## src/sv/bd_pkg.sv

```systemverilog
package bd_pkg;

    localparam int ITERATIONS   = 24;
    localparam int FRAC_BITS    = 16;

    localparam int IN_W         = 32;
    localparam int DIFF_W       = IN_W + 1;
    localparam int MAG_W        = IN_W;
    localparam int CORDIC_GUARD = 3;
    localparam int CORDIC_W     = DIFF_W + FRAC_BITS + CORDIC_GUARD;
    localparam int ANGLE_W      = 64;
    localparam int STEP_W       = $clog2(ITERATIONS);
    localparam int SQ_W         = 2 * MAG_W;
    localparam int RAD_SUM_W    = SQ_W + 1;
    localparam int ROOT_DIGITS  = MAG_W + 1;
    localparam int RAD_W        = 2 * ROOT_DIGITS;
    localparam int REM_W        = ROOT_DIGITS + 2;
    localparam int BEARING_W    = 32;
    localparam int DIST_W       = 33;
    localparam int WRAP_W       = ANGLE_W - 1;
    localparam int DEG_K_W      = 38;
    localparam int DEG_W        = 33;

    localparam int ANGLE_OUT_STAGES = 5;
    // front end (4) + root cells + rounding (2)
    localparam int PIPE_DEPTH = 6 + ROOT_DIGITS;
    localparam int BEAR_DLY   = PIPE_DEPTH - 2 - ITERATIONS - ANGLE_OUT_STAGES;

    localparam logic [ANGLE_W-1:0] PI_Q60         = 64'h3243F6A8885A308D;
    localparam logic [ANGLE_W-1:0] TWO_PI_Q60     = 64'h6487ED5110B4611A;
    localparam logic [ANGLE_W-1:0] QUARTER_PI_Q60 = 64'h0C90FDAA22168C23;
    localparam logic [DEG_K_W-1:0] DEG_PER_RAD_Q32   = 38'd246083499208;
    localparam logic [DEG_W-1:0]   FULL_TURN_DEG_Q23 = 33'd3019898880;

    typedef struct packed {
        logic signed [CORDIC_W-1:0] u;
        logic signed [CORDIC_W-1:0] v;
        logic signed [ANGLE_W-1:0]  z;
    } t_rot;

    typedef struct packed {
        logic [RAD_W-1:0]       rad;
        logic [REM_W-1:0]       rem;
        logic [ROOT_DIGITS-1:0] root;
    } t_root;

    typedef logic [ITERATIONS-1:0][ANGLE_W-1:0] t_atan_rom;

    // floor(2^e / d) by shift-subtract long division
    function automatic logic [63:0] pow2_div(input int e, input int d);
        logic [63:0] num;
        logic [63:0] quo;
        logic [63:0] rest;
        num  = 64'd1 << e;
        quo  = '0;
        rest = '0;
        for (int b = 63; b >= 0; b--) begin
            rest = {rest[62:0], num[b]};
            if (rest >= 64'(d)) begin
                rest   = rest - 64'(d);
                quo[b] = 1'b1;
            end
        end
        return quo;
    endfunction

    // atan(2^-i) in Q60: Taylor series, each term truncated
    function automatic t_atan_rom build_atan_rom();
        t_atan_rom   rom;
        logic [63:0] acc;
        int          e;
        for (int i = 0; i < ITERATIONS; i++) begin
            acc = '0;
            if (i == 0) begin
                acc = QUARTER_PI_Q60;
            end else begin
                for (int k = 0; k < 32; k++) begin
                    e = 60 - i * (2 * k + 1);
                    if (e >= 0) begin
                        if (k[0]) begin
                            acc = acc - pow2_div(e, 2 * k + 1);
                        end else begin
                            acc = acc + pow2_div(e, 2 * k + 1);
                        end
                    end
                end
            end
            rom[i] = acc;
        end
        return rom;
    endfunction

    localparam t_atan_rom ATAN_ROM = build_atan_rom();

endpackage

```

## src/sv/bd_root_cell.sv

```systemverilog
module bd_root_cell (
    input  logic          i_clk,
    input  logic          i_ce,
    input  bd_pkg::t_root i_data,
    output bd_pkg::t_root o_data
);
    import bd_pkg::*;

    logic [REM_W+1:0] w_trial;
    logic [REM_W+1:0] w_test;
    logic [REM_W+1:0] w_diff;
    logic             w_ge;
    t_root            n_data;
    t_root            r_data;

    // bring down the next two radicand bits, try root digit 1
    assign w_trial = {i_data.rem, i_data.rad[RAD_W-1 -: 2]};
    assign w_test  = {2'b00, i_data.root, 2'b01};
    assign w_ge    = (w_trial >= w_test);
    assign w_diff  = w_trial - w_test;

    always_comb begin
        n_data.rem  = w_ge ? w_diff[REM_W-1:0] : w_trial[REM_W-1:0];
        n_data.root = {i_data.root[ROOT_DIGITS-2:0], w_ge};
        n_data.rad  = {i_data.rad[RAD_W-3:0], 2'b00};
    end

    always_ff @(posedge i_clk) begin
        if (i_ce) begin
            r_data <= n_data;
        end
    end

    assign o_data = r_data;

endmodule

```

## config.mk

```make
export PLATFORM = sky130hd
export DESIGN_NAME = bd_root_cell
export DESIGN_NICKNAME = d
export VERILOG_FILES = /design/src/sv/bd_pkg.sv /design/src/sv/bd_root_cell.sv
export SDC_FILE = /design/constraint.sdc
export NUM_CORES = 1
export LEC_CHECK = 0
export BUFFER_PORTS_ARGS = -buffer_cell sky130_fd_sc_hd__buf_2
export CAP_MARGIN = 20
export CORE_AREA = 2 2 125 127
export CTS_BUF_LIST = sky130_fd_sc_hd__clkbuf_4 sky130_fd_sc_hd__clkbuf_8
export DETAILED_ROUTE_END_ITERATION = 10
export DIE_AREA = 0 0 127 129
export PLACE_DENSITY_LB_ADDON = 0.12
export SLEW_MARGIN = 40
export SYNTH_ARGS = -nofsm -noshare
export SYNTH_HDL_FRONTEND = slang
export SYNTH_SLANG_ARGS = --single-unit
```

## constraint.sdc

```tcl
create_clock -name i_clk -period 4.1 [get_ports i_clk]
set_clock_uncertainty 0.2 [all_clocks]
set_input_delay 0.205 -clock i_clk [delete_from_list [all_inputs] [get_ports i_clk]]
set_output_delay 0.205 -clock i_clk [all_outputs]
set_load 0.005 [all_outputs]
```

After elaboration in Yosys (flattened, before gate mapping)
Cells that the tools add are included.
{"block": "word_totals", "regBits": 132, "input_bits": 136, "output_inout_bits": 134, "word_cells": 6}
{"block": "op_classes", "addsub": 1, "order_cmp": 1, "mux": 1}
{"operator": "greater-or-equal comparator 37 x 35 -> 1 bit", "count": 1}
{"operator": "2-to-1 mux 35 bit", "count": 1}
{"operator": "subtractor 35 bit", "count": 1}

Longest topological paths before layout
{"block": "depth", "word_depth": 2, "ltp_mapped": 13}

Worst setup path after synthesis
Ideal clock, no wire load.
{"block": "synth_path", "path_kind": "input to register", "start": "input i_data[4] in the netlist's numbering", "end": "register r_data, in the netlist o_data[39] (data pin)", "setup_time_ps": 260, "arrival_time_ps": 2531, "slack_ps": 1109, "stages": 12, "path_cell_list": "inv_1 > ha_1 > o21a_1 > o211ai_2 > a311oi_1 > nor4_2 > a2111oi_2 > o21a_2 > o211a_1 > buf_6 > buf_12 > mux2_4"}
{"item": "start, declared", "line": "bd_root_cell.sv:4", "text": "input bd_pkg::t_root i_data,"}
{"item": "end signal, assigned", "line": "bd_root_cell.sv:30", "text": "r_data <= n_data;"}
{"item": "end, declared", "line": "bd_root_cell.sv:14", "text": "t_root r_data;"}

==> impl_metrics.ini <==
[timing]
setup_viol = 0
fmax_mhz = 274.3
fin_crit_ns = 3.646
worst_pin_slew_ns = 0.7318
relSlewSlack_pct = 50.79
hold_viol_final = 0
rsz0062_at_grt = false
fin_tns_setup_ns = 0
finalMaxSlewViolations = 0
period_share_pct = 88.93

[logic_synthesis]
seq_area_frac_synth_pct = 59.82
netlist_area_um2 = 6626
synth.area.top_cells = edfxtp_1 60%, ha_1 6.6%, mux2_4 5.7%
synth_most_common_cell = edfxtp_1
syn_inst = 488
yosysTopAreaCell = edfxtp_1
synth_top_area_share_pct = 59.82
synth_top_flop_cell = edfxtp_1
yosys_warnings = 0
ys_types = 57
synth_commonest_cells = 132 x edfxtp_1, 41 x inv_1, 35 x ha_1
async_flop_share_pct = 0
synth_seq_cells = 132
syn_area_per_cell_um2 = 13.58
synth_edf_count = 132

[cts]
clockRootBuffer = clkbuf_8
cts_resized = 0
clk_pin_slew_worst_paths_ns = 0.08
ctsHtreeMaxLevel = 4
cts_tree = built
cts_made_buffers = 17
clock_path_buffers = 2
clkSinkCount = 132

[run_status]
outcome = finished clean

[power_and_ir_drop]
p_per_area_nw_per_um2 = 378.0
switching_share_pct = 26.73
vdd_ir_drop_max_mv = 0.1774
power.net_switching_mw = 0.9934
p_seq_share_pct = 45.5
power_frac_clock_pct = 31.3
p_leak_nw = 4.488
combPwrFrac_pct = 23.2
internal_power_mw = 2.723

[layout]
n_fill_cell = 1147
largest_reg_flops = 132
drive_above_1_share_pct = 38.21
antenna_cells = 0
instances_no_fill = 1091
finalInstanceArea_um2 = 9832
nets = 1062
area_growth_pct = 48.38

[floorplanning]
initial_utilization_pct = 44.24
rows = 45
die_area_um2 = 16380
die_x_um = 127
ios = 270
core_um2 = 14980
dieHeight_um = 129

[placement]
dp_hpwl_mm = 13.00
dp_cells = 930
gp_congestion = 0.8739
dpl_cell_area_um2 = 8118
portBuffers = 267

[drt]
wl_mm = 18.85
first_iter_violations = 364
drc = 0
firstDrtPassIters = 8
wire_per_inst_um = 17.27
viasPerCell = 5.037
vias = 5495
postRouteAntennaNets = 0

[grt]
antenna_found_initial = 0
grt_pass1_wl_mm = 28.75
grt_max_degree = 78
grtUsageTotal_pct = 22.62
grt_pass1_vias = 5559
grt-ovfl-total = 0

[setup_path]
worst-path-stages = 13
crit_type = input pin to flop
startpoint_type = input pin
worst_path_dominant_cell_family = compound AO/OA/AOI/OAI gates
crit_required_ns = 4.10
crit_slowest_cell = dlygate4sd3_1
cp_max_fo = 20
max_stage_delay_ns = 0.52
crit_arrival_ns = 3.65
cp-end-kind = flop
path_cells = dlygate4sd3_1, buf_2, inv_1, ha_1, o21a_1, o211ai_2, a311oi_1, nor4_2, a2111oi_2, o21a_2, o211a_2, buf_12, mux2_4
cp_num_buf_inv = 4

[hold_path]
hold_path_depth = 3
whs_endpoint = o_data[66]$_DFFE_PP_
hold_path_class = input pin to flop
min_from = i_data[64]

[run]
maxCapViolations = 0
## what timing repair did
item	CTS	global route
buffers inserted	0	0
hold buffers	130	0
endpoints found under the hold margin	130	0
## kinds of logic (layout without fill, tap and decap cells)
family	count (synthesis)	after routing	share of synthesized area [%]
adders and majority gates	35	35	6.609
buffers and inverters	59	473	4.324
DFF	132	132	59.82
other	1	2	0.05659
AOI/OAI and AO/OA	107	107	11.29
muxes	34	34	7.137
xor gates and xnor gates	33	33	4.362
and+or+nand+nor	87	87	6.401
## per-stage QoR
stage               setup WS (ns)  utilization [%]  total power [mW]  hold WS (ns)
floorplan                   1.109                -             2.160        0.1039
global placement           0.5932            54.20             2.465        0.1831
detailed placement         0.5165            54.20             2.477        0.1836
CTS                        0.4735            65.65             3.745       0.02371
global route               0.2239            65.65             3.889       0.08066
finish                     0.4540            65.65             3.717       0.08684
## final cells by class
type                       instances  area [um2]  share of cell area, %
clock buffer                      17       234.0                  2.380
tap                              188       235.2                  2.392
inverter                          41       153.9                  1.565
timing repair buffer             401        2686                  27.32
sequential                       132        3964                  40.32
multi-input combinational        298        2380                  24.20
clock inverter                    14       178.9                  1.820
## layer usage
layer | track usage [%] | vias up | wire length (um)
met5 | 0 | - | 0
met3 | 6.320 | 19 | 1232
li1 | - | 2628 | -
met1 | 26.93 | 2612 | 7751
met2 | 40.42 | 236 | 9618
met4 | 6.270 | 0 | 243
## power by group through the flow
stage / clock, mW / sequential [mW] / combinational, mW
after floorplan: 0 / 1.74 / 0.417
after global placement: 0 / 1.72 / 0.748
after detailed placement: 0 / 1.72 / 0.757
after CTS: 1.19 / 1.69 / 0.862
after global routing: 1.25 / 1.70 / 0.937
final: 1.16 / 1.69 / 0.862
## worst max path at each step
stage,end,start
after global placement,o_data[54]$_DFFE_PP_,i_data[4]
after CTS,o_data[55]$_DFFE_PP_,i_data[4]
after floorplan,o_data[39]$_DFFE_PP_,i_data[4]
after detailed placement,o_data[55]$_DFFE_PP_,i_data[4]
final,o_data[55]$_DFFE_PP_,i_data[4]
after global routing,o_data[55]$_DFFE_PP_,i_data[23]
## cells in the final DEF (no fill, tap or decap), types with 3 or more instances in the layout
cell type	netlist	layout
a21o_1	26	26
a21oi_1	30	30
a31o_2	3	3
and3_1	4	4
buf_2	1	266
buf_4	2	3
bufinv_16	0	3
clkbuf_8	0	17
clkinv_4	0	3
dlygate4sd3_1	0	130
edfxtp_1	132	132
ha_1	35	35
inv_1	41	41
inv_6	0	3
mux2_2	6	6
mux2_4	25	25
mux2i_1	3	3
nand2_1	25	25
nand3_1	9	9
nand4_1	8	8
nor2_1	22	22
nor2b_1	4	4
o21a_1	3	3
o21ai_0	12	12
o21bai_1	3	3
o221ai_1	4	4
xnor2_1	19	19
xor2_1	14	14
Note: power is estimated with default switching activity, not from simulation.
