`config.mk`:
```
export PLATFORM = sky130hd
export DESIGN_NAME = bd_rot_cell
export DESIGN_NICKNAME = d
export VERILOG_FILES = /design/src/sv/bd_pkg.sv /design/src/sv/bd_rot_cell.sv
export SDC_FILE = /design/constraint.sdc
export NUM_CORES = 1
export LEC_CHECK = 0
export ABC_AREA = 1
export BUFFER_PORTS_ARGS = -buffer_cell sky130_fd_sc_hd__clkbuf_2
export CORE_ASPECT_RATIO = 0.8
export CORE_UTILIZATION = 40
export CTS_CLUSTER_DIAMETER = 60
export DETAILED_ROUTE_END_ITERATION = 10
export GPL_TIMING_DRIVEN = 0
export PLACE_DENSITY_LB_ADDON = 0.1
export SETUP_SLACK_MARGIN = 0.05
export SYNTH_ARGS = -nofsm -noshare
export SYNTH_HDL_FRONTEND = slang
export SYNTH_SLANG_ARGS = --single-unit
```
`constraint.sdc`:
```
create_clock -name i_clk -period 8.65 [get_ports i_clk]
set_clock_uncertainty 0.2 [all_clocks]
set_input_delay 0.865 -clock i_clk [delete_from_list [all_inputs] [get_ports i_clk]]
set_output_delay 0.865 -clock i_clk [all_outputs]
set_load 0.02 [all_outputs]
```
`src/sv/bd_pkg.sv`:
```
package bd_pkg;

    localparam int ITERATIONS   = 24;
    localparam int FRAC_BITS    = 16;

    localparam int IN_W         = 32;
    localparam int DIFF_W       = IN_W + 1;
    localparam int MAG_W        = IN_W;
    localparam int CORDIC_GUARD = 3;
    localparam int CORDIC_W     = DIFF_W + FRAC_BITS + CORDIC_GUARD;
    localparam int ANGLE_W      = 64;
    localparam int STEP_W       = $clog2(ITERATIONS);
    localparam int SQ_W         = 2 * MAG_W;
    localparam int RAD_SUM_W    = SQ_W + 1;
    localparam int ROOT_DIGITS  = MAG_W + 1;
    localparam int RAD_W        = 2 * ROOT_DIGITS;
    localparam int REM_W        = ROOT_DIGITS + 2;
    localparam int BEARING_W    = 32;
    localparam int DIST_W       = 33;
    localparam int WRAP_W       = ANGLE_W - 1;
    localparam int DEG_K_W      = 38;
    localparam int DEG_W        = 33;

    localparam int ANGLE_OUT_STAGES = 5;
    // front end (4) + root cells + rounding (2)
    localparam int PIPE_DEPTH = 6 + ROOT_DIGITS;
    localparam int BEAR_DLY   = PIPE_DEPTH - 2 - ITERATIONS - ANGLE_OUT_STAGES;

    localparam logic [ANGLE_W-1:0] PI_Q60         = 64'h3243F6A8885A308D;
    localparam logic [ANGLE_W-1:0] TWO_PI_Q60     = 64'h6487ED5110B4611A;
    localparam logic [ANGLE_W-1:0] QUARTER_PI_Q60 = 64'h0C90FDAA22168C23;
    localparam logic [DEG_K_W-1:0] DEG_PER_RAD_Q32   = 38'd246083499208;
    localparam logic [DEG_W-1:0]   FULL_TURN_DEG_Q23 = 33'd3019898880;

    typedef struct packed {
        logic signed [CORDIC_W-1:0] u;
        logic signed [CORDIC_W-1:0] v;
        logic signed [ANGLE_W-1:0]  z;
    } t_rot;

    typedef struct packed {
        logic [RAD_W-1:0]       rad;
        logic [REM_W-1:0]       rem;
        logic [ROOT_DIGITS-1:0] root;
    } t_root;

    typedef logic [ITERATIONS-1:0][ANGLE_W-1:0] t_atan_rom;

    // floor(2^e / d) by shift-subtract long division
    function automatic logic [63:0] pow2_div(input int e, input int d);
        logic [63:0] num;
        logic [63:0] quo;
        logic [63:0] rest;
        num  = 64'd1 << e;
        quo  = '0;
        rest = '0;
        for (int b = 63; b >= 0; b--) begin
            rest = {rest[62:0], num[b]};
            if (rest >= 64'(d)) begin
                rest   = rest - 64'(d);
                quo[b] = 1'b1;
            end
        end
        return quo;
    endfunction

    // atan(2^-i) in Q60: Taylor series, each term truncated
    function automatic t_atan_rom build_atan_rom();
        t_atan_rom   rom;
        logic [63:0] acc;
        int          e;
        for (int i = 0; i < ITERATIONS; i++) begin
            acc = '0;
            if (i == 0) begin
                acc = QUARTER_PI_Q60;
            end else begin
                for (int k = 0; k < 32; k++) begin
                    e = 60 - i * (2 * k + 1);
                    if (e >= 0) begin
                        if (k[0]) begin
                            acc = acc - pow2_div(e, 2 * k + 1);
                        end else begin
                            acc = acc + pow2_div(e, 2 * k + 1);
                        end
                    end
                end
            end
            rom[i] = acc;
        end
        return rom;
    endfunction

    localparam t_atan_rom ATAN_ROM = build_atan_rom();

endpackage

```
`src/sv/bd_rot_cell.sv`:
```
module bd_rot_cell (
    input  logic                      i_clk,
    input  logic                      i_ce,
    input  logic [bd_pkg::STEP_W-1:0] i_step,
    input  bd_pkg::t_rot              i_data,
    output bd_pkg::t_rot              o_data
);
    import bd_pkg::*;

    logic signed [CORDIC_W-1:0] w_u;
    logic signed [CORDIC_W-1:0] w_v;
    logic signed [CORDIC_W-1:0] w_us;
    logic signed [CORDIC_W-1:0] w_vs;
    logic signed [ANGLE_W-1:0]  w_atan;
    t_rot                       n_data;
    t_rot                       r_data;

    assign w_u    = i_data.u;
    assign w_v    = i_data.v;
    assign w_us   = w_u >>> i_step;
    assign w_vs   = w_v >>> i_step;
    assign w_atan = $signed(ATAN_ROM[i_step]);

    // turn toward v = 0; v of zero counts as positive
    always_comb begin
        if (!w_v[CORDIC_W-1]) begin
            n_data.u = w_u + w_vs;
            n_data.v = w_v - w_us;
            n_data.z = i_data.z + w_atan;
        end else begin
            n_data.u = w_u - w_vs;
            n_data.v = w_v + w_us;
            n_data.z = i_data.z - w_atan;
        end
    end

    always_ff @(posedge i_clk) begin
        if (i_ce) begin
            r_data <= n_data;
        end
    end

    assign o_data = r_data;

endmodule

```
Word level (Yosys, flattened, before mapping):

Memory sizes are Yosys's and may differ from the RTL's.
Cells that the tools add are included.

* register bits: 168
* memories: 1
* memory bits (read-only): 2048
* logic and storage cells: 15

Memories
* (no name shown): words 32, width 64, read ports 1, clocked after Yosys merged registers in 0, wr ports 0, line bd_rot_cell.sv:22 `assign w_atan = $signed(ATAN_ROM[i_step]);`

* $lt $le $gt $ge: 1
* muxes and demuxes: 2
* add/subtract/negate cells: 6
* shifts and indexed selects: 2

Operator list (count)
* 168-bit 2-to-1 mux: 1
* 52-bit adder: 2
* 52-bit by 5-bit >>> shifter with 52-bit output: 2
* 52-bit subtractor: 2
* 64-bit adder: 1
* 64-bit 2-to-1 mux: 1
* 64-bit subtractor: 1
* 5-bit by 6-bit < comparator with 1-bit output, second input constant: 1

Depth between registers and ports, before layout:

* word-level depth: 4
* gate-level depth with buffers: 36
* mapped depth without buffers: 34

Worst setup path after synthesis:

OpenSTA, ideal clock, no wires.

* path kind: input to register
* start point: in i_step[1] (netlist name)
* end point: reg r_data, in the netlist o_data[47], data pin
* required time: 8185 ps
* stages on the path: 28
* setup time: 265 ps
* arrival: 4435 ps
* slack: 3750 ps
* cells stage by stage: buf_6 -> inv_6 -> buf_6 -> buf_4 -> ha_1 -> inv_1 -> nand2_1 -> nand2_1 -> nor2_1 -> nand2_1 -> inv_1 -> nor3_2 -> inv_1 -> nor3_2 -> nand2_2 -> o21ai_2 -> buf_6 -> xor2_1 -> ha_1 -> a21oi_1 -> inv_1 -> nor2_1 -> o21ai_0 -> a21oi_1 -> o21ai_0 -> a21oi_1 -> o21ai_0 -> xor2_1

RTL lines
* from (decl): line bd_rot_cell.sv:4 `input logic [bd_pkg::STEP_W-1:0] i_step,`
* to (signal assigned): line bd_rot_cell.sv:39 `r_data <= n_data;`
* to (decl): line bd_rot_cell.sv:16 `t_rot r_data;`

==> results.ini <==
[run_status]
status=complete, but fails checks
violations=max-capacitance violations, max-slew violations

[timing]
worstMarginPinSlew_ns=1.57
setup_tns_ns=0
setup_ws_ns=1.40
finalMaxSlewViolations=11
timing.fmax_mhz=138
final-hold-violation-count=0
final.min_clock_period_ns=7.25
setup_viol=0
period_share=0.838
holdWs_ns=0.530
rsz0062_at_grt=no
max_slew_margin=-0.0484

[logic_synthesis]
syn_inst=4433
synth_flop_cell=edfxtp_1
ys_seq_area_frac=0.185
synth.avg_cell_area_um2=6.15
yosysWarnings=0
syn_nets=4795
synth_area_um2=27200
synth_edf_count=168
synth_cell_types=57
ys_seq_elements=168
synth_async_sr_flop_share=0

[global_route]
grt_remaining_overflow=0
grt_max_degree=111
antenna_found_initial=1
top_usage_layer=met1
track_usage=0.395
grt_pass1_wl_mm=200
grt_pass1_vias=29602
met2_usage=0.556
met3_usage=0.109
use_met1=0.568

[die]
die_x_um=294
core_um2=67300
die_area_um2=69200
start_util=0.405
io_pins=343
fp-row-count=85
die-height_um=235

[clock_tree]
cts_buffers=17
hold_buffers=0
clockBufferDepth=2
clock_sinks=168
cts_setup_buffers=0
cts_resized=0
cts-root-buf=clkbuf_16
h-tree-depth=4
cts_tree=yes
cts.clk_slew.worst_paths_ns=0.08

[finish]
layout-drive-gt1-share=0.135
largest_register_ff_count=168
final_core_util=0.456
finish.cell_count_without_fillers=5718
area_growth_pct=12.8
layout.nets=5154

[power]
p_switching_uw=2760
p_seq_frac=0.238
p_comb_frac=0.603
ir_drop_mv=0.175
switching_share=0.508
p_per_area_nw_per_um2=177
power.leakage_uw=0.0150
p_clk_frac=0.159
p_int_uw=2680

[placement]
gp_congestion=1.07
hpwlAfterDp_mm=116
dp_cells=5686
port_buffers=339
dp_slack_ns=1.00

[detailed_routing]
drc=0
wl_mm=140
via_per_inst=5.77
first_pass_iters=6
drt_iter0_markers=4104
drtAntennaViolNets=0
wl_per_cell_um=24.5
vias=33008

[worst_setup_path]
path_max_fanout=10
worstSetupStartpointType=input port
path_class=in -> reg
critPathCaptureType=flip-flop
crit_required_ns=8.71
cp.arrival_ns=7.31

[min_path]
hold_class=in -> reg

[flow_run]
maxCapViolCount=1

[power groups by stage]
stage	Combinational, uW	Sequential [uW]	Clock (uW)
after global routing	3530	1310	904
final	3280	1290	865
after CTS	3200	1300	888
after global placement	3190	1310	0
after floorplan	1820	1600	0
after detailed placement	3180	1320	0
[cell usage after synthesis (all sizes together), types with 3 or more instances]
master | count | share of area
buf | 127 | 0.031
xor2 | 181 | 0.059
o21ai | 225 | 0.044
o21bai | 12 | 0.0033
o2111ai | 3 | 0.00096
o211ai | 11 | 0.0030
o31ai | 4 | 0.0011
a31oi | 53 | 0.012
nor2 | 481 | 0.073
clkbuf | 17 | 0.0023
ha | 184 | 0.085
a21boi | 9 | 0.0025
nor3 | 27 | 0.0059
nand3b | 9 | 0.0025
xnor2 | 94 | 0.030
edfxtp | 168 | 0.19
inv | 476 | 0.066
o21a | 30 | 0.0083
a21o | 9 | 0.0025
a221oi | 5 | 0.0016
and3 | 4 | 0.00092
a211oi | 7 | 0.0019
fa | 3 | 0.0022
o221ai | 3 | 0.00096
nand3 | 677 | 0.13
a21oi | 273 | 0.050
nor4 | 10 | 0.0023
and2 | 5 | 0.0011
o22ai | 4 | 0.00092
nand2 | 1263 | 0.18
clkinv | 5 | 0.00069
nand4 | 46 | 0.011
[layout by cell type, fill, tap and decap left out, types with 13 or more instances in the layout]
cell type  instances
o21ai_1           28
nor3_1            22
clkbuf_2         340
nand2_1         1213
xor2_1           177
o21ai_2           16
nor2_2            35
ha_1             184
xnor2_1           94
buf_1             17
inv_1            442
o21ai_0          180
edfxtp_1         168
nand4_1           46
clkbuf_1          18
nor2_1           435
nand2_2           44
a31oi_1           53
nand3_2           13
buf_4             21
clkbuf_16         17
nand3_1          664
buf_2             57
a21oi_1          273
buf_6             29
o21a_1            30
inv_2             33
[through the flow]
stage               power (uW)  cell area [um^2]
finish                    5440             30700
global route              5740             30700
CTS                       5380             30700
detailed placement        4500             30100
global placement          4500             30100
floorplan                 3420             27200
[logic make-up after synthesis]
| kind of cell | Yosys count | synth area share |
|---|---|---|
| buffers and inverters | 625 | 0.100 |
| XOR/XNOR | 275 | 0.0895 |
| adder cells (fa/ha/maj) | 187 | 0.0867 |
| AO/OA/AOI/OAI | 655 | 0.136 |
| AND/OR/NAND/NOR | 2523 | 0.403 |
| flip-flops | 168 | 0.185 |
[final timing paths]
| path | cells past startpoint | endpoint | from |
|---|---|---|---|
| worst max-delay path | 20 | o_data[111]$_DFFE_PP_ | i_data[115] |
| worst min-delay path | 2 | o_data[1]$_DFFE_PP_ | i_data[1] |
[area by class of cell]
type / count / area (um^2)
repair buffers: 340 / 1730
inverters: 481 / 1810
clock inverters: 13 / 165
well taps: 913 / 1140
multi-input cells: 3640 / 19500
fillers: 7536 / 36600
flip-flops and latches: 168 / 5040
plain buffers: 144 / 922
clock buffers: 18 / 429
diodes: 1 / 2.50
[layer usage]
metal	vias to the layer above	share of wire	wire length [um]
li1	15508	-	-
met1	15361	0.44	61800
met2	1888	0.40	55500
met3	251	0.12	17500
met4	0	0.038	5260
met5	-	0	0
[worst max-delay path, cell delays in order]
cell      delay (ns)
buf_2           0.22
inv_1           0.45
clkbuf_2        0.65
clkbuf_1        0.87
buf_1           0.83
o21ai_0         0.58
ha_1            0.45
nand3_1         0.08
nand3_1         0.12
nand4_1         0.10
nand2_1         0.09
a21oi_1         0.33
inv_1           0.12
a21oi_1         0.51
o21ai_0         0.43
nand2_1         0.14
nand2_1         0.11
nand2_1         0.09
nand2_1         0.08
xor2_1          0.15
Note: power is estimated with default switching activity, not from simulation.
