[src/sv/bd_pkg.sv]
package bd_pkg;

    localparam int ITERATIONS   = 24;
    localparam int FRAC_BITS    = 16;

    localparam int IN_W         = 32;
    localparam int DIFF_W       = IN_W + 1;
    localparam int MAG_W        = IN_W;
    localparam int CORDIC_GUARD = 3;
    localparam int CORDIC_W     = DIFF_W + FRAC_BITS + CORDIC_GUARD;
    localparam int ANGLE_W      = 64;
    localparam int STEP_W       = $clog2(ITERATIONS);
    localparam int SQ_W         = 2 * MAG_W;
    localparam int RAD_SUM_W    = SQ_W + 1;
    localparam int ROOT_DIGITS  = MAG_W + 1;
    localparam int RAD_W        = 2 * ROOT_DIGITS;
    localparam int REM_W        = ROOT_DIGITS + 2;
    localparam int BEARING_W    = 32;
    localparam int DIST_W       = 33;
    localparam int WRAP_W       = ANGLE_W - 1;
    localparam int DEG_K_W      = 38;
    localparam int DEG_W        = 33;

    localparam int ANGLE_OUT_STAGES = 5;
    // front end (4) + root cells + rounding (2)
    localparam int PIPE_DEPTH = 6 + ROOT_DIGITS;
    localparam int BEAR_DLY   = PIPE_DEPTH - 2 - ITERATIONS - ANGLE_OUT_STAGES;

    localparam logic [ANGLE_W-1:0] PI_Q60         = 64'h3243F6A8885A308D;
    localparam logic [ANGLE_W-1:0] TWO_PI_Q60     = 64'h6487ED5110B4611A;
    localparam logic [ANGLE_W-1:0] QUARTER_PI_Q60 = 64'h0C90FDAA22168C23;
    localparam logic [DEG_K_W-1:0] DEG_PER_RAD_Q32   = 38'd246083499208;
    localparam logic [DEG_W-1:0]   FULL_TURN_DEG_Q23 = 33'd3019898880;

    typedef struct packed {
        logic signed [CORDIC_W-1:0] u;
        logic signed [CORDIC_W-1:0] v;
        logic signed [ANGLE_W-1:0]  z;
    } t_rot;

    typedef struct packed {
        logic [RAD_W-1:0]       rad;
        logic [REM_W-1:0]       rem;
        logic [ROOT_DIGITS-1:0] root;
    } t_root;

    typedef logic [ITERATIONS-1:0][ANGLE_W-1:0] t_atan_rom;

    // floor(2^e / d) by shift-subtract long division
    function automatic logic [63:0] pow2_div(input int e, input int d);
        logic [63:0] num;
        logic [63:0] quo;
        logic [63:0] rest;
        num  = 64'd1 << e;
        quo  = '0;
        rest = '0;
        for (int b = 63; b >= 0; b--) begin
            rest = {rest[62:0], num[b]};
            if (rest >= 64'(d)) begin
                rest   = rest - 64'(d);
                quo[b] = 1'b1;
            end
        end
        return quo;
    endfunction

    // atan(2^-i) in Q60: Taylor series, each term truncated
    function automatic t_atan_rom build_atan_rom();
        t_atan_rom   rom;
        logic [63:0] acc;
        int          e;
        for (int i = 0; i < ITERATIONS; i++) begin
            acc = '0;
            if (i == 0) begin
                acc = QUARTER_PI_Q60;
            end else begin
                for (int k = 0; k < 32; k++) begin
                    e = 60 - i * (2 * k + 1);
                    if (e >= 0) begin
                        if (k[0]) begin
                            acc = acc - pow2_div(e, 2 * k + 1);
                        end else begin
                            acc = acc + pow2_div(e, 2 * k + 1);
                        end
                    end
                end
            end
            rom[i] = acc;
        end
        return rom;
    endfunction

    localparam t_atan_rom ATAN_ROM = build_atan_rom();

endpackage

[src/sv/bd_angle_out.sv]
module bd_angle_out (
    input  logic                                i_clk,
    input  logic                                i_ce,
    input  logic                                i_unit,
    input  logic signed [bd_pkg::ANGLE_W-1:0]   i_angle,
    output logic        [bd_pkg::BEARING_W-1:0] o_bearing
);
    import bd_pkg::*;

    logic signed [ANGLE_W-1:0] w_add;
    logic signed [ANGLE_W-1:0] w_sub;
    logic        [WRAP_W-1:0]  n_wz;
    logic        [WRAP_W-1:0]  r_wz;
    logic        [ANGLE_W-1:0] w_rnd;
    logic        [BEARING_W-1:0] r_rad2;
    logic        [BEARING_W-1:0] r_rad3;
    logic        [BEARING_W-1:0] r_rad4;
    logic        [63:0]        r_p00;
    logic        [37:0]        r_p01;
    logic        [62:0]        r_p10;
    logic        [36:0]        r_p11;
    logic        [36:0]        r_p11_s3;
    logic        [64:0]        r_mid;
    logic        [DEG_K_W-1:0] w_deg_sum;
    logic        [DEG_W-1:0]   r_deg;
    logic        [DEG_W-1:0]   w_deg_wrap;
    logic        [BEARING_W-1:0] r_bearing;

    // wrap into one full turn
    assign w_add = i_angle + $signed(TWO_PI_Q60);
    assign w_sub = i_angle - $signed(TWO_PI_Q60);

    always_comb begin
        priority if (i_angle[ANGLE_W-1]) begin
            n_wz = w_add[WRAP_W-1:0];
        end else if (!w_sub[ANGLE_W-1]) begin
            n_wz = w_sub[WRAP_W-1:0];
        end else begin
            n_wz = i_angle[WRAP_W-1:0];
        end
    end

    assign w_rnd     = {1'b0, r_wz} + (64'd1 << 30);
    assign w_deg_sum = DEG_K_W'(r_p11_s3) + DEG_K_W'(r_mid[64:32]) + DEG_K_W'(16);
    assign w_deg_wrap = (r_deg >= FULL_TURN_DEG_Q23) ? (r_deg - FULL_TURN_DEG_Q23) : r_deg;

    always_ff @(posedge i_clk) begin
        if (i_ce) begin
            r_wz     <= n_wz;
            // Q60 -> Q29 rounded, and the partial products of z * deg/rad
            r_rad2   <= w_rnd[62:31];
            r_p00    <= r_wz[31:0] * DEG_PER_RAD_Q32[31:0];
            r_p01    <= r_wz[31:0] * DEG_PER_RAD_Q32[37:32];
            r_p10    <= r_wz[62:32] * DEG_PER_RAD_Q32[31:0];
            r_p11    <= r_wz[62:32] * DEG_PER_RAD_Q32[37:32];
            r_rad3   <= r_rad2;
            r_mid    <= 65'(r_p00[63:32]) + 65'(r_p01) + 65'(r_p10);
            r_p11_s3 <= r_p11;
            r_rad4   <= r_rad3;
            // high word of the product, rounded to Q23
            r_deg    <= w_deg_sum[DEG_K_W-1:5];
            r_bearing <= i_unit ? w_deg_wrap[BEARING_W-1:0] : r_rad4;
        end
    end

    assign o_bearing = r_bearing;

endmodule

[config.mk]
export PLATFORM = sky130hd
export DESIGN_NAME = bd_angle_out
export DESIGN_NICKNAME = d
export VERILOG_FILES = /design/src/sv/bd_pkg.sv /design/src/sv/bd_angle_out.sv
export SDC_FILE = /design/constraint.sdc
export NUM_CORES = 2
export LEC_CHECK = 0
export ABC_AREA = 0
export BUFFER_PORTS_ARGS = -buffer_cell sky130_fd_sc_hd__buf_2
export CORE_ASPECT_RATIO = 0.75
export CORE_MARGIN = 5
export CORE_UTILIZATION = 50
export DETAILED_ROUTE_END_ITERATION = 16
export PLACE_DENSITY_LB_ADDON = 0.1
export SETUP_SLACK_MARGIN = 0.15
export SYNTH_ARGS = -nofsm -noshare
export SYNTH_HDL_FRONTEND = slang
export SYNTH_SLANG_ARGS = --single-unit
[constraint.sdc]
create_clock -name i_clk -period 10.1 [get_ports i_clk]
set_clock_uncertainty 0.1 [all_clocks]
set_input_delay 0.505 -clock i_clk [delete_from_list [all_inputs] [get_ports i_clk]]
set_output_delay 0.505 -clock i_clk [all_outputs]
set_load 0.02 [all_outputs]
After elaboration in Yosys (flattened, before gate mapping):

Index checks and enable logic that the tools add are counted.

* flip-flop bits (word level): 520
* bits of input ports: 67
* logic and storage cells: 29

* $add $sub $neg: 8
* $lt $le $gt $ge: 1
* $mul: 4
* muxes and demuxes: 4

Operators with widths (count)
* two-way mux 63 bit: 2
* two-way mux 32 bit: 2
* subtractor 64 bit, second input constant: 1
* adder 39 x 62 -> 63 bit: 1
* adder 63 x 31 -> 63 bit, second input constant: 1
* adder 63 x 62 -> 63 bit, second input constant: 1
* multiplier 32 x 28 -> 60 bit, second input constant: 1
* multiplier 31 x 28 -> 59 bit, second input constant: 1
* adder 31 x 38 -> 39 bit: 1
* adder 37 x 33 -> 38 bit: 1
* adder 38 x 5 -> 38 bit, second input constant: 1
* multiplier 32 x 6 -> 38 bit, second input constant: 1
* multiplier 31 x 6 -> 37 bit, second input constant: 1
* >= comparator 33 x 32 -> 1 bit, second input constant: 1
* subtractor 32 bit, second input constant: 1

Logic depth before layout (Yosys ltp):

* depth after elaboration: 3
* mapped depth: 26
* mapped depth without buffers: 26

Worst setup path before layout:

No wires, ideal clock.

* path type: flip-flop to flip-flop
* from: register r_wz[17]
* to: register r_p00[59], data pin
* stages on the path, launching flop included: 25
* data required time: 9.842 ns
* arrival time: 6.730 ns
* clock period less this slack: 6.988 ns
* setup time: 0.158 ns
* path buffers: 0
* setup slack: 3.112 ns
* cell sequence: edfxtp_1 > inv_1 > fa_1 > inv_1 > ha_1 > inv_1 > fa_1 > inv_1 > fa_1 > fa_1 > fa_1 > inv_1 > fa_1 > inv_1 > ha_1 > and4_1 > nand3_1 > nor3b_1 > a21o_1 > a311oi_1 > o31ai_1 > a211oi_1 > nor3b_1 > or4_1 > o211ai_1

* cells in the longest elaborated chain, start to end: 1

RTL lines
* start: declaration: line bd_angle_out.sv:13 `logic [WRAP_W-1:0] r_wz;`
* start signal: assignment: line bd_angle_out.sv:49 `r_wz <= n_wz;`
* multiplier 32 x 28 -> 60 bit: line bd_angle_out.sv:52 `r_p00 <= r_wz[31:0] * DEG_PER_RAD_Q32[31:0];`
* end signal: assignment: line bd_angle_out.sv:52
* end: declaration: line bd_angle_out.sv:18 `logic [63:0] r_p00;`

Every way passes these cells.
A chain may end at the register's enable or synchronous reset.

Final worst setup path:

* from: register r_wz[21]
* to: register r_p00[62], data pin

The elaborated chain is that of the path after synthesis.

==> impl_metrics.toml <==
[yosys]
synth_flop_cell = "edfxtp_1"
yosys.area_share.simple = 0.0605
synthAdderAreaFrac = 0.470
synth-seq-cells = 453
synth_xor_area_frac = 0.0444
synth_cells = 5212
synth_top_family_by_area = "adder cells"
synth-seq-area-share = 0.242
ys_types = 90
synth.cell_area_um2 = 56200
syn_avg_cell_area_um2 = 10.8
yosysWarningCount = 0
synth-compound-area-share = 0.0856
syn_nets = 6945
synthMuxAreaShare = 0.00561
synth-async-reset-ratio = 0
synth_enable_flop_cells = 453

[cts]
clockBufferDepth = 3
cts-buffers-inserted = 50
post_cts_resized = 0
clk_latency_ps = 640
path_clk_slew_ps = 60
cts_root_buf = "clkbuf_16"
h-tree-depth = 2
cts_sinks = 453
cts_tree = "yes"

[finish]
drive_gt1_frac = 0.0551
fin_area_um2 = 60500
fin_cells = 6901
fill_cells = 9975
nets = 7081
layout_commonest_cell = "inv_1"
final_cell_mix = "1318 x inv_1, 925 x ha_1, 741 x fa_1"
syn_to_final_growth_pct = 7.48

[timing]
max_slew.worst_pin.slew_ps = 1240
setup-tns-final_ps = 0
max_freq_mhz = 122
setup_viol = 0
fin_crit_ps = 8200
rsz0062_at_grt = "false"
slew_viol_final = 0
maxSlewHeadroom = 0.168
worst_hold_slack_ps = 96.7
period_share = 0.812
hold_viol = 0

[place]
hpwl_um = 135000
gp_congestion = 1.02
place_inst = 6807
port_buffers = 98
place_area_um2 = 58700

[setup_path]
crit_path_top_delay_cell = "edfxtp_1"
start_kind = "flip-flop"
critPathKind = "reg -> reg"
critPathCaptureType = "flip-flop"
arrival_ps = 8490
required_ps = 10390
crit_path_cell_trace = "inv_1 -> fa_1 -> inv_1 -> ha_1 -> inv_1 -> fa_1 -> inv_1 -> fa_1 -> fa_1 -> fa_1 -> inv_1 -> fa_1 -> inv_1 -> ha_1 -> a21oi_1 -> nor2b_1 -> o21ai_0 -> o2111ai_1 -> a311oi_1 -> o31ai_1 -> a211oi_1 -> nor3_1 -> o41ai_1 -> xnor2_1"
critical_path.max_stage_delay_ps = 680
crit_fanout = 9

[floorplan]
initial_core_util = 0.504
die_h_um = 300
die_w_um = 397
io_pins = 99
core_um2 = 112000
rows = 106
die_area_um2 = 119000

[global_route]
antenna_found_initial = 12
grt-ovfl-total = 0
grt_pass1_wl_um = 239000
grt_max_degree = 165
grt_pass1_vias = 37900
grt.total_usage = 0.268

[route]
wl_um = 156000
vias_per_cell = 5.41
drt_iter0_drc = 3129
postRouteAntennaNets = 0
firstDrtPassIters = 5
vias = 37400
drc = 0
wire_per_inst_um = 22.7

[status]
status = "complete, no violations"

[min_path]
hp-class = "in -> reg"

[job]
maxCapViolCount = 0
critical path, delay by kind of cell (launching register included):
family	cells	cell delay, ps
xor+xnor	1	110
fa+ha+maj	8	3740
compound gates	7	2530
flops	1	680
buf+inv	6	600
simple gates	2	190
cell families (layout without fill, tap and decap cells):
family                   count (synthesis)  in the layout
adder cells (fa/ha/maj)               1666           1666
multiplexers                            28             28
AND/OR/NAND/NOR                        682            682
other                                    0              1
AO/OA/AOI/OAI                          721            721
XOR/XNOR                               285            285
flip-flops                             453            453
buffers and inverters                 1377           1553
final cells by class:
cell class	instances	area [um2]	share of cell area
multi-input combinational	3382	37400	0.619
sequential	453	13600	0.225
inverter	1318	4950	0.0818
tap	1512	1890	0.0313
clock buffer	53	1260	0.0209
timing repair buffer	143	853	0.0141
clock inverter	39	450	0.00745
antenna	1	2.50	0.0000414
what timing repair did:
| item | CTS | global route |
|---|---|---|
| endpoints found under the hold margin | 1 | 0 |
| hold buffers | 1 | 0 |
| setup buffers | 0 | 0 |
sequential cells by signal, summed over array words and instances, names as in the netlist:
name,count
r_p00,31
r_p01,38
r_p10,55
r_p11_s3,37
o_bearing,32
r_deg,33
r_p11,37
r_mid,31
r_rad2,32
r_wz,63
r_rad3,32
r_rad4,32
stage by stage:
step	setup slack (ps)	util
2_1_floorplan	3110	-
3_3_place_gp	2100	0.527
3_5_place_dp	1990	0.527
4_1_cts	1940	0.542
5_1_grt	1580	0.542
6_report	1900	0.542
cells in the mapped netlist, types with 23 or more instances:
master,n,share of area
a31oi_1,31,0.0034
o21ai_0,103,0.0092
a21o_1,119,0.016
nor3_1,55,0.0049
and2_1,24,0.0027
nor2_1,160,0.011
mux2_2,28,0.0056
and3_1,32,0.0036
inv_1,1318,0.088
ha_1,925,0.21
fa_1,741,0.26
o21a_1,37,0.0049
nand2b_1,26,0.0029
a21oi_1,218,0.019
xor2_1,85,0.013
nand2_1,157,0.010
nor4_1,23,0.0026
clkbuf_1,46,0.0031
xnor2_1,200,0.031
nand3_1,69,0.0061
nand4_1,39,0.0043
nor2b_1,32,0.0036
edfxtp_1,453,0.24
final timing paths:
check,start,endpoint,slack (ps),cells past startpoint
worst max register to register,r_wz[21],r_p00[62],1900,24
worst min register to register,r_rad3[31],r_rad4[31],310,0
worst max-delay path,r_wz[21],r_p00[62],1900,24
worst min-delay path,i_angle[62],r_wz[62],100,2
per-layer routing:
metal  global-route usage  up-vias  part of all wire
li1                     -    17400                 -
met3               0.0886       88              0.11
met5                    0        -          0.000045
met2                0.323     1260              0.35
met1                0.461    18600              0.53
met4               0.0307        2             0.010
Power is not shown: default switching activity piles up to over one toggle a cycle in this logic, so the estimate is an artifact.
